==> src/idea_pkg.sv <==
// Types, constants and arithmetic helpers for the IDEA encryption pipeline.
package idea_pkg;

  localparam int ROUNDS    = 8;
  localparam int WORD_W    = 16;
  localparam int BLK_W     = 64;
  localparam int KEY_W     = 128;
  localparam int KEY_ROT   = 25;
  localparam int RND_KEYS  = 6;
  localparam int CFG_IDX_W = 1;
  localparam int PROD_W    = 2 * WORD_W + 1;

  localparam logic [CFG_IDX_W-1:0] CFG_KEY_HIGH = 1'b0;
  localparam logic [CFG_IDX_W-1:0] CFG_KEY_LOW  = 1'b1;

  typedef logic [WORD_W-1:0] word_t;
  typedef logic [BLK_W-1:0]  blk_t;
  typedef logic [KEY_W-1:0]  key_t;
  typedef logic [PROD_W-1:0] prod_t;
  typedef word_t [RND_KEYS-1:0] rkeys_t;
  typedef word_t [3:0]          okeys_t;

  // Full product of two operands, word value 0 standing for 65536.
  function automatic prod_t mul_full(word_t a, word_t b);
    logic [WORD_W:0]     x;
    logic [WORD_W:0]     y;
    logic [2*WORD_W+1:0] p;
    x = {~|a, a};
    y = {~|b, b};
    p = x * y;
    return p[PROD_W-1:0];
  endfunction

  // Reduce a product mod 65537: lo - hi, wrapped; 65536 comes out as 0.
  function automatic word_t mul_red(prod_t p);
    logic [WORD_W+1:0] d;
    d = {2'b00, p[WORD_W-1:0]} - {1'b0, p[PROD_W-1:WORD_W]};
    if (d[WORD_W+1]) begin
      d = d + 18'd65537;
    end
    return d[WORD_W-1:0];
  endfunction

  // Subkey idx: slice of the key rotated left by 25 per eight subkeys.
  function automatic word_t subkey(key_t key, int idx);
    int   rot;
    int   slot;
    key_t rk;
    rot  = ((idx >> 3) * KEY_ROT) & (KEY_W - 1);
    slot = idx & 7;
    rk   = (key << rot) | (key >> (KEY_W - rot));
    return rk[KEY_W-1-WORD_W*slot -: WORD_W];
  endfunction

endpackage

==> src/idea_out_cell.sv <==
// Output transformation as a two-stage pipeline cell.
module idea_out_cell (
  input  logic             clk,
  input  logic             rst_n,
  input  logic             up_valid,
  output logic             up_ready,
  input  idea_pkg::blk_t   up_w,
  input  idea_pkg::okeys_t sk,
  output logic             dn_valid,
  input  logic             dn_ready,
  output idea_pkg::blk_t   dn_w
);

  logic [1:0] v_r;
  logic [1:0] rdy;

  idea_pkg::prod_t p1_r, p4_r;
  idea_pkg::word_t a2_r, a3_r;
  idea_pkg::blk_t  o_r;

  always_comb begin
    rdy[1] = !v_r[1] || dn_ready;
    rdy[0] = !v_r[0] || rdy[1];
  end

  assign up_ready = rdy[0];
  assign dn_valid = v_r[1];
  assign dn_w     = o_r;

  always_ff @(posedge clk) begin
    if (!rst_n) begin
      v_r <= '0;
    end else begin
      if (rdy[0]) v_r[0] <= up_valid;
      if (rdy[1]) v_r[1] <= v_r[0];
    end
  end

  always_ff @(posedge clk) begin
    if (rdy[0]) begin
      p1_r <= idea_pkg::mul_full(up_w[63:48], sk[0]);
      a2_r <= up_w[47:32] + sk[1];
      a3_r <= up_w[31:16] + sk[2];
      p4_r <= idea_pkg::mul_full(up_w[15:0], sk[3]);
    end
    if (rdy[1]) begin
      o_r <= {idea_pkg::mul_red(p1_r), a2_r, a3_r, idea_pkg::mul_red(p4_r)};
    end
  end

endmodule

==> config.mk <==
export PLATFORM = sky130hd
export DESIGN_NAME = idea_out_cell
export DESIGN_NICKNAME = d
export VERILOG_FILES = /design/src/idea_pkg.sv /design/src/idea_out_cell.sv
export SDC_FILE = /design/constraint.sdc
export NUM_CORES = 2
export LEC_CHECK = 0
export ABC_AREA = 0
export BUFFER_PORTS_ARGS = -buffer_cell sky130_fd_sc_hd__buf_2
export CORE_MARGIN = 2
export CORE_UTILIZATION = 35
export CTS_CLUSTER_SIZE = 8
export DETAILED_ROUTE_END_ITERATION = 7
export GPL_TIMING_DRIVEN = 0
export PLACE_DENSITY = 0.53
export SLEW_MARGIN = 20
export SYNTH_ARGS = -nofsm -noshare
export SYNTH_HDL_FRONTEND = slang
export SYNTH_SLANG_ARGS = --single-unit
export TNS_END_PERCENT = 5
==> constraint.sdc <==
create_clock -name clk -period 9.7 [get_ports clk]
set_input_delay 1.94 -clock clk [delete_from_list [all_inputs] [get_ports clk]]
set_output_delay 1.94 -clock clk [all_outputs]
set_load 0.01 [all_outputs]
==> impl_results.md <==
* Status: completed
* Drt initial violations at 1,097
* Syn Nets at 3,738
* R2R setup slack at 6290 ps
* Crit path capture type: flop
* Adder-cell share of the synthesized area at 0.456
* Worst Skew at 11.6 ps
* Top-count cell post-synth: inv_1
* Count of final hold-check violations at 0
* PortBufs at 166
* Post-synth EDFFs at 162
* Dpl cell area at 0.0294 sq mm
* Final setup TNS at 0 ps
* Pre-CTS WS at -264 ps
* Site Rows at 102
* Synth top area cells: fa_1 33%, edfxtp_1 18%, ha_1 13%
* Synth Instances at 2,884
* CTS root buf: clkbuf_16
* Lkg Pwr at 14.4 nW
* Critical Path Source Type: primary input
* Layout cells sized above 1 at 0.0717
* Filler instances at 7,832
* Largest family of logic cells by synthesized area: adder cells
* Ys async rst share at 0
* Vias after detailed routing at 19,662
* Highest Clock Rate at 108 MHz
* Post-layout nets at 3,925
* Arr. time, crit path at 9480 ps
* Slowest CP cell: clkbuf_1
* Synth Area per Inst at 9.44 sq um
* Worst Setup SP: sk[54]
* Worst-path fanout max at 10
* RSZ-0062 raised after global routing: no
* Top cell by count, worst path: fa_1
* Area leader, netlist: fa_1
* I/O pin total at 198
* Via density per instance at 4.77
* GRT overflow at 0
* Mux contribution to synthesized area at 0.000828
* Worst reg2reg startpoint: p1_r[0]
* First-pass GRT wire length at 114 mm
* Period utilization at 0.958
* Gr usage total at 0.186
* H-tree Lvls at 4
* Final worst slack at 409 ps
* Post-route cell area at 0.0300 sq mm
* Setup violators final at 0
* Top cells by count, synth: 613 x inv_1, 450 x fa_1, 411 x nand2_1
* Worst EP required at 9890 ps
* Primary FF master, synth: edfxtp_1
* Synthesis-stage register bit count at 164
* Most Crowded Layer GR: met2
* Largest net degree at the start of global routing at 54
* Drt first pass iters at 5
* Setup CP Type: primary input to flop
* DR WL/cell at 17.5 microns
* Worst hold slack at 417 ps
* Clk slew on worst S/H paths at 70 ps
* XOR/XNOR Fraction of Synth Area at 0.0428
* Headroom to the max-slew limit at 0.391
* Die Wd at 283 microns
* Cells on worst reg2reg path at 13
* Clk buf depth at 2
* Post-Synth Simple-Gate Area at 0.157
* CTS Sinks at 164
* Final slew viol count at 0
* # DRC at 0
* Post-Route WL at 72.0 mm
* Die Y at 283 microns
* Final ANT Viol Nets at 0
* Post-Syn Area at 0.0272 sq mm
* Starting density of the core at 0.352
* Critical path's largest stage delay at 650 ps
* Synth cell types at 71
* Postcts setup bufs at 0
* Final Wtd Congestion at 0.873
* M2 GR Usage at 0.306
* Initial antenna violation count at 9
* Tightest Pin Transition at 913 ps
* Max Cap Viol at 0
* Finished Core Util at 0.389
* Crit path time final at 9290 ps
* Core footprint at 0.0772 sq mm
* P per Cell Area at 384 mW/mm^2
* Critical path capture point: p4_r[31]
* Die area at 0.0800 sq mm
* # diodes at 0
* CTS tree: yes
* Post-synthesis compound-gate area fraction at 0.0633
* Reg2reg end: dn_w[63]
* Hpwl dp at 59.2 mm
* Met3 Use GR at 0.0244
* Post-synth top area share at 0.331
* Vias in the first global route at 20,339
* VDD IR max at 0.413 mV
* Area Overhead vs Synth at 10.4%
* Clock buffer count from CTS at 17
* Met1 usage at 0.258
* Post-synthesis sequential area ratio at 0.180
* Clock Latency Late Sink at 450 ps
* Worst min path class: flop to flop
* Synth Warn # at 0
## worst min path at each step
stage	start	slack (ps)	cells after the start	to
after floorplan	a3_r[0]	400	0	dn_w[16]
after detailed placement	a3_r[0]	400	0	dn_w[16]
final	a2_r[4]	420	0	dn_w[36]
after CTS	a3_r[2]	420	0	dn_w[18]
after global placement	a2_r[3]	400	0	dn_w[35]
after global routing	a3_r[0]	420	0	dn_w[16]
## per-layer routing
metal / wire length [microns] / vias to the layer above
li1: - / 9338
met1: 33200 / 9706
met2: 33300 / 490
met3: 3790 / 112
met4: 1710 / 16
met5: 110 / -
## cell families after synthesis
group | after synthesis
simple gates | 878
buf+inv | 724
fa+ha+maj | 722
compound gates | 261
flops | 164
xor+xnor | 133
mux | 2
## repair_timing
action	4_1_cts	5_1_grt
setup endpoints to repair	0	5
hold buffers	0	0
gates resized for setup	0	2
hold endpoints to repair	0	0
## sequential cells by signal, summed over array words and instances (netlist names)
register and cells:
a2_r 16, a3_r 16, dn_w 64, p1_r 33
p4_r 33, v_r 2
## layout by cell type (no fill, tap or decap), types with 78 or more instances in the layout
master / synthesis / final
clkbuf_1: 109 / 107
fa_1: 450 / 450
buf_2: 0 / 166
xnor2_1: 107 / 107
inv_1: 613 / 612
nand2_1: 411 / 410
edfxtp_1: 162 / 162
a21oi_1: 78 / 78
ha_1: 272 / 272
nor2_1: 78 / 78
and2_1: 222 / 222
## stage by stage
| stage | cells | power, W |
|---|---|---|
| after floorplan | 2884 | 0.00835 |
| final | 4124 | 0.0115 |
| after global routing | 4124 | 0.0129 |
| after global placement | 4090 | 0.0108 |
| after detailed placement | 4093 | 0.0109 |
| after CTS | 4125 | 0.0116 |
## critical path: cells and delay by family
| family | cells | cell delay, ps |
|---|---|---|
| AO/OA/AOI/OAI | 5 | 1150 |
| AND/OR/NAND/NOR | 6 | 1440 |
| buffers and inverters | 6 | 1730 |
| adder cells (fa/ha/maj) | 7 | 3070 |
| XOR/XNOR | 1 | 110 |
## power breakdown
part           switching [W]  leakage (nW)  internal (W)
registers          0.0000781          1.73       0.00151
logic                0.00543          12.4       0.00382
clock network       0.000303         0.289      0.000386
## cell type report
class / instances / area (sq um) / area share
buffer: 110 / 414 / 0.0138
clock buffer: 17 / 425 / 0.0142
clock inverter: 15 / 170 / 0.00567
inverter: 613 / 2300 / 0.0767
multi-input combinational: 1996 / 19600 / 0.653
sequential: 164 / 4900 / 0.163
tap: 1040 / 1300 / 0.0433
timing repair buffer: 169 / 913 / 0.0304
Note: power is estimated with default switching activity, not from simulation.
