**src/idea_pkg.sv**
```systemverilog
// Types, constants and arithmetic helpers for the IDEA encryption pipeline.
package idea_pkg;

  localparam int ROUNDS    = 8;
  localparam int WORD_W    = 16;
  localparam int BLK_W     = 64;
  localparam int KEY_W     = 128;
  localparam int KEY_ROT   = 25;
  localparam int RND_KEYS  = 6;
  localparam int CFG_IDX_W = 1;
  localparam int PROD_W    = 2 * WORD_W + 1;

  localparam logic [CFG_IDX_W-1:0] CFG_KEY_HIGH = 1'b0;
  localparam logic [CFG_IDX_W-1:0] CFG_KEY_LOW  = 1'b1;

  typedef logic [WORD_W-1:0] word_t;
  typedef logic [BLK_W-1:0]  blk_t;
  typedef logic [KEY_W-1:0]  key_t;
  typedef logic [PROD_W-1:0] prod_t;
  typedef word_t [RND_KEYS-1:0] rkeys_t;
  typedef word_t [3:0]          okeys_t;

  // Full product of two operands, word value 0 standing for 65536.
  function automatic prod_t mul_full(word_t a, word_t b);
    logic [WORD_W:0]     x;
    logic [WORD_W:0]     y;
    logic [2*WORD_W+1:0] p;
    x = {~|a, a};
    y = {~|b, b};
    p = x * y;
    return p[PROD_W-1:0];
  endfunction

  // Reduce a product mod 65537: lo - hi, wrapped; 65536 comes out as 0.
  function automatic word_t mul_red(prod_t p);
    logic [WORD_W+1:0] d;
    d = {2'b00, p[WORD_W-1:0]} - {1'b0, p[PROD_W-1:WORD_W]};
    if (d[WORD_W+1]) begin
      d = d + 18'd65537;
    end
    return d[WORD_W-1:0];
  endfunction

  // Subkey idx: slice of the key rotated left by 25 per eight subkeys.
  function automatic word_t subkey(key_t key, int idx);
    int   rot;
    int   slot;
    key_t rk;
    rot  = ((idx >> 3) * KEY_ROT) & (KEY_W - 1);
    slot = idx & 7;
    rk   = (key << rot) | (key >> (KEY_W - rot));
    return rk[KEY_W-1-WORD_W*slot -: WORD_W];
  endfunction

endpackage

```
**src/idea_rnd_cell.sv**
```systemverilog
// One IDEA round as a four-stage pipeline cell.
module idea_rnd_cell (
  input  logic            clk,
  input  logic            rst_n,
  input  logic            up_valid,
  output logic            up_ready,
  input  idea_pkg::blk_t  up_w,
  input  idea_pkg::rkeys_t sk,
  output logic            dn_valid,
  input  logic            dn_ready,
  output idea_pkg::blk_t  dn_w
);

  logic [3:0] v_r;
  logic [3:0] rdy;

  idea_pkg::prod_t p1_r, p4_r, pt0_r, pt1_r;
  idea_pkg::word_t a2_r, a3_r;
  idea_pkg::word_t x1_r, x2_r, x3_r, x4_r;
  idea_pkg::word_t y1_r, y2_r, y3_r, y4_r, t0_r;
  idea_pkg::blk_t  o_r;

  idea_pkg::word_t m1, m4, t0, t1a, t1, t0b;

  always_comb begin
    rdy[3] = !v_r[3] || dn_ready;
    rdy[2] = !v_r[2] || rdy[3];
    rdy[1] = !v_r[1] || rdy[2];
    rdy[0] = !v_r[0] || rdy[1];
  end

  assign up_ready = rdy[0];
  assign dn_valid = v_r[3];
  assign dn_w     = o_r;

  always_ff @(posedge clk) begin
    if (!rst_n) begin
      v_r <= '0;
    end else begin
      if (rdy[0]) v_r[0] <= up_valid;
      if (rdy[1]) v_r[1] <= v_r[0];
      if (rdy[2]) v_r[2] <= v_r[1];
      if (rdy[3]) v_r[3] <= v_r[2];
    end
  end

  always_comb begin
    m1  = idea_pkg::mul_red(p1_r);
    m4  = idea_pkg::mul_red(p4_r);
    t0  = idea_pkg::mul_red(pt0_r);
    t1a = (x2_r ^ x4_r) + t0;
    t1  = idea_pkg::mul_red(pt1_r);
    t0b = t1 + t0_r;
  end

  always_ff @(posedge clk) begin
    if (rdy[0]) begin
      p1_r <= idea_pkg::mul_full(up_w[63:48], sk[0]);
      a2_r <= up_w[47:32] + sk[1];
      a3_r <= up_w[31:16] + sk[2];
      p4_r <= idea_pkg::mul_full(up_w[15:0], sk[3]);
    end
    if (rdy[1]) begin
      x1_r  <= m1;
      x2_r  <= a2_r;
      x3_r  <= a3_r;
      x4_r  <= m4;
      pt0_r <= idea_pkg::mul_full(m1 ^ a3_r, sk[4]);
    end
    if (rdy[2]) begin
      y1_r  <= x1_r;
      y2_r  <= x2_r;
      y3_r  <= x3_r;
      y4_r  <= x4_r;
      t0_r  <= t0;
      pt1_r <= idea_pkg::mul_full(t1a, sk[5]);
    end
    if (rdy[3]) begin
      o_r <= {y1_r ^ t1, y2_r ^ t0b, y3_r ^ t1, y4_r ^ t0b};
    end
  end

endmodule

```
**config.mk**
```make
export PLATFORM = sky130hd
export DESIGN_NAME = idea_rnd_cell
export DESIGN_NICKNAME = d
export VERILOG_FILES = /design/src/idea_pkg.sv /design/src/idea_rnd_cell.sv
export SDC_FILE = /design/constraint.sdc
export NUM_CORES = 2
export LEC_CHECK = 0
export BUFFER_PORTS_ARGS = -buffer_cell sky130_fd_sc_hd__clkbuf_2
export CAP_MARGIN = 20
export CORE_MARGIN = 10
export CORE_UTILIZATION = 50
export DETAILED_ROUTE_END_ITERATION = 8
export GPL_TIMING_DRIVEN = 0
export PLACE_DENSITY = 0.68
export SLEW_MARGIN = 20
export SYNTH_ARGS = -nofsm -noshare
export SYNTH_HDL_FRONTEND = slang
export SYNTH_SLANG_ARGS = --single-unit
export TNS_END_PERCENT = 30
```
**constraint.sdc**
```tcl
create_clock -name clk -period 11.9 [get_ports clk]
set_clock_uncertainty 0.2 [all_clocks]
set_input_delay 2.38 -clock clk [delete_from_list [all_inputs] [get_ports clk]]
set_output_delay 2.38 -clock clk [all_outputs]
set_load 0.02 [all_outputs]
```
==> key figures <==
Yosys
  • Synth Area in Simple Gates: 0.1423
  • Synth cell types: 80
  • Post-synth top area share: 0.3199
  • Post-synth EDFFs: 372
  • Syn Inst Count: 5807
  • #FFs+latches synth: 376
  • Post-Syn Nets: 7415
  • Share of synthesized registers carrying an async set or reset: 0
  • Synth Area in XOR/XNOR: 0.06114
  • Syn Area/Cell: 9.698 sq um
  • Main combinational cell family by area after synthesis: adder cells
  • Multiplexer share of the synthesized area: 0.0005555
  • Largest area contributor in the netlist: fa_1
  • Yosys warning total: 0
  • Complex-gate fraction of the synthesized area: 0.06021
  • Top area cells in the synthesized netlist: fa_1 (32%), edfxtp_1 (20%), ha_1 (12%), inv_1 (8.1%), nand2_1 (5.7%)
  • Adder-Cell Fraction of Synth Area: 0.4408
  • Most common cell in the netlist: inv_1
  • Cell Area, Synth: 56310 sq um
  • Seq/Total Area, Yosys: 0.1998
  • Synth top cells by count: inv_1 (1216), fa_1 (900), nand2_1 (852)
  • Predominant post-synthesis flop cell: edfxtp_1

CTS
  • Root Driver: clkbuf_16
  • Number of CTS-inserted buffers: 38
  • H-tree depth: 2
  • Worst-path clk slew: 0.07 ns
  • CTS sink cnt: 376
  • Skew-Pair Late Insertion Delay: 0.58 ns
  • CTS Buffer Depth: 3
  • TritonCTS clock tree: done

Detailed routing
  • Wire per inst: 19.64 um
  • Post-route ant nets: 0
  • Detailed Route Iter0 Violations: 2692
  • Avg Vias per Cell: 5.364
  • TritonRoute pass-1 iters: 8
  • Routed vias: 40597
  • # DRC: 0
  • DRT Wirelength: 148600 um

Floorplan
  • DIE HEIGHT: 355.6 um
  • Die area: 126500 sq um
  • Die Wd: 355.6 um
  • Core area: 112200 sq um
  • Initial Util: 0.5019
  • Boundary Pins: 230
  • Row cnt: 123

Timing
  • Rel. slew slack: 0.2405
  • Final setup fails: 0
  • Period utilization: 0.9671
  • Worst hold slack: 0.2128 ns
  • Final Slew Violations: 0
  • Final Hold Fails: 0
  • Final min period: 11.51 ns
  • Setup TNS: 0 ns
  • FMAX: 0.08689 GHz
  • Worst-margin pin slew: 1.129 ns

Cells and area
  • Area growth syn-to-layout: 8.696%
  • Nets: 7645
  • Ratio of cells with drive above 1 in the final layout: 0.06067
  • Filler cells: 10059

Worst hold path
  • HP Class: flop to flop
  • Worst hold path stage count: 0
  • Worst hold endpoint: y3_r[4]
  • Hold Path Origin: x3_r[4]

Global route
  • Initial antenna violation count: 9
  • Largest net degree at the start of global routing: 82
  • GRT overflow: 0
  • Vias in the first global route: 43103
  • Total GRT Usage: 0.2366
  • Wire length of the first global-routing pass: 235600 um

Critical path
  • Crit path launch type: flop
  • Kind of critical path: flop to flop
  • R2r startpoint: pt0_r[10]
  • CP most frequent cell: fa_1
  • Worst setup EP type: flop
  • Slowest-stage cell, CP: fa_1
  • R2R depth: 46
  • WP data arrival: 11.62 ns
  • Crit-path max cell delay: 0.58 ns
  • Worst-path maximum fanout: 7
  • R2R Setup Slk: 0.39 ns
  • Worst r2r dst: pt1_r[31]
  • Worst EP required: 12.01 ns

Placed design
  • I/O Buffers: 168
  • Post-DP HPWL: 122700 um
  • Routability congestion estimate: 0.9371

Status
  • Status: complete, no violations

Job
  • Max_cap viols: 0
[layout by cell type (no fill, tap or decap), types with 73 or more instances in the layout]
cell type  synthesis  final
and2_1           378    378
ha_1             544    535
edfxtp_1         372    372
clkbuf_2           1    174
xor2_1           112    108
a21o_1            73     73
nand2_1          852    848
o21ai_0           88     86
xnor2_1          245    222
nor2_1           132    128
a21oi_1          147    139
fa_1             900    900
clkbuf_1         198    195
inv_1           1216   1214
[layout make-up]
type                    count  area, sq um  share of cell area
clock buffers              42        965.9             0.01578
well taps                1500         1877             0.03066
clock inverters            27        307.8            0.005028
plain buffers             208        804.5             0.01314
multi-input cells        4006        40300              0.6583
diodes                      2        5.005          0.00008176
inverters                1216         4572             0.07469
flip-flops and latches    376        11250              0.1838
repair buffers            191         1132             0.01850
[per-layer routing]
layer	GRT usage	share of wire
met3	0.03440	0.069
met4	0.09513	0.044
met5	0	0.000047
met1	0.3084	0.41
met2	0.3948	0.48
[cells by family (layout without fill, tap and decap cells)]
group,count (synthesis),in the layout
AO/OA/AOI/OAI,511,511
XOR/XNOR,371,371
adder cells (fa/ha/maj),1444,1444
buffers and inverters,1425,1684
flip-flops,376,376
multiplexers,3,3
other,0,2
AND/OR/NAND/NOR,1677,1677
[worst max-delay path by stage]
stage,startpoint,to,slack [ns],cells after the start
3_5_place_dp,pt0_r[1],pt1_r[31],-1.95,45
3_3_place_gp,pt0_r[6],pt1_r[31],-2.29,44
6_report,pt0_r[10],pt1_r[31],0.39,46
2_1_floorplan,pt0_r[6],pt1_r[31],0.94,44
4_1_cts,pt0_r[6],pt1_r[32],0.001,41
5_1_grt,pt0_r[0],pt1_r[29],-0.05,46
[per-stage QoR]
stage | cell area [sq um] | instances | utilization | setup slack [ns]
after global placement | 59030 | 7475 | 0.5262 | -2.288
after detailed placement | 59350 | 7483 | 0.5290 | -1.949
after global routing | 61210 | 7566 | 0.5456 | -0.05101
final | 61210 | 7568 | 0.5456 | 0.3910
after CTS | 60750 | 7555 | 0.5415 | 0.001318
after floorplan | 56310 | 5807 | - | 0.9412
[timing repair]
| action | in CTS | in global routing |
|---|---|---|
| buffers inserted | 3 | 12 |
| hold buffers | 0 | 0 |
| setup endpoints to repair | 17 | 14 |
| pin swaps | 3 | 14 |
| cloned | 0 | 0 |
| gates resized for setup | 20 | 68 |
[sequential cells by signal, summed over array words and instances, names as in the netlist, 33 cells and up]
register	flops
p1_r	33
p4_r	33
pt0_r	33
pt1_r	33
dn_w	64
[critical path: cells and delay by family (launching register included)]
kind | cells | cell delay [ns]
AOI/OAI and AO/OA | 16 | 3.38
DFF | 1 | 0.38
xor gates and xnor gates | 3 | 0.55
and+or+nand+nor | 10 | 2.14
adders and majority gates | 9 | 3.65
buffers and inverters | 8 | 0.91
Power is not shown: default switching activity piles up to over one toggle a cycle in this logic, so the estimate is an artifact.
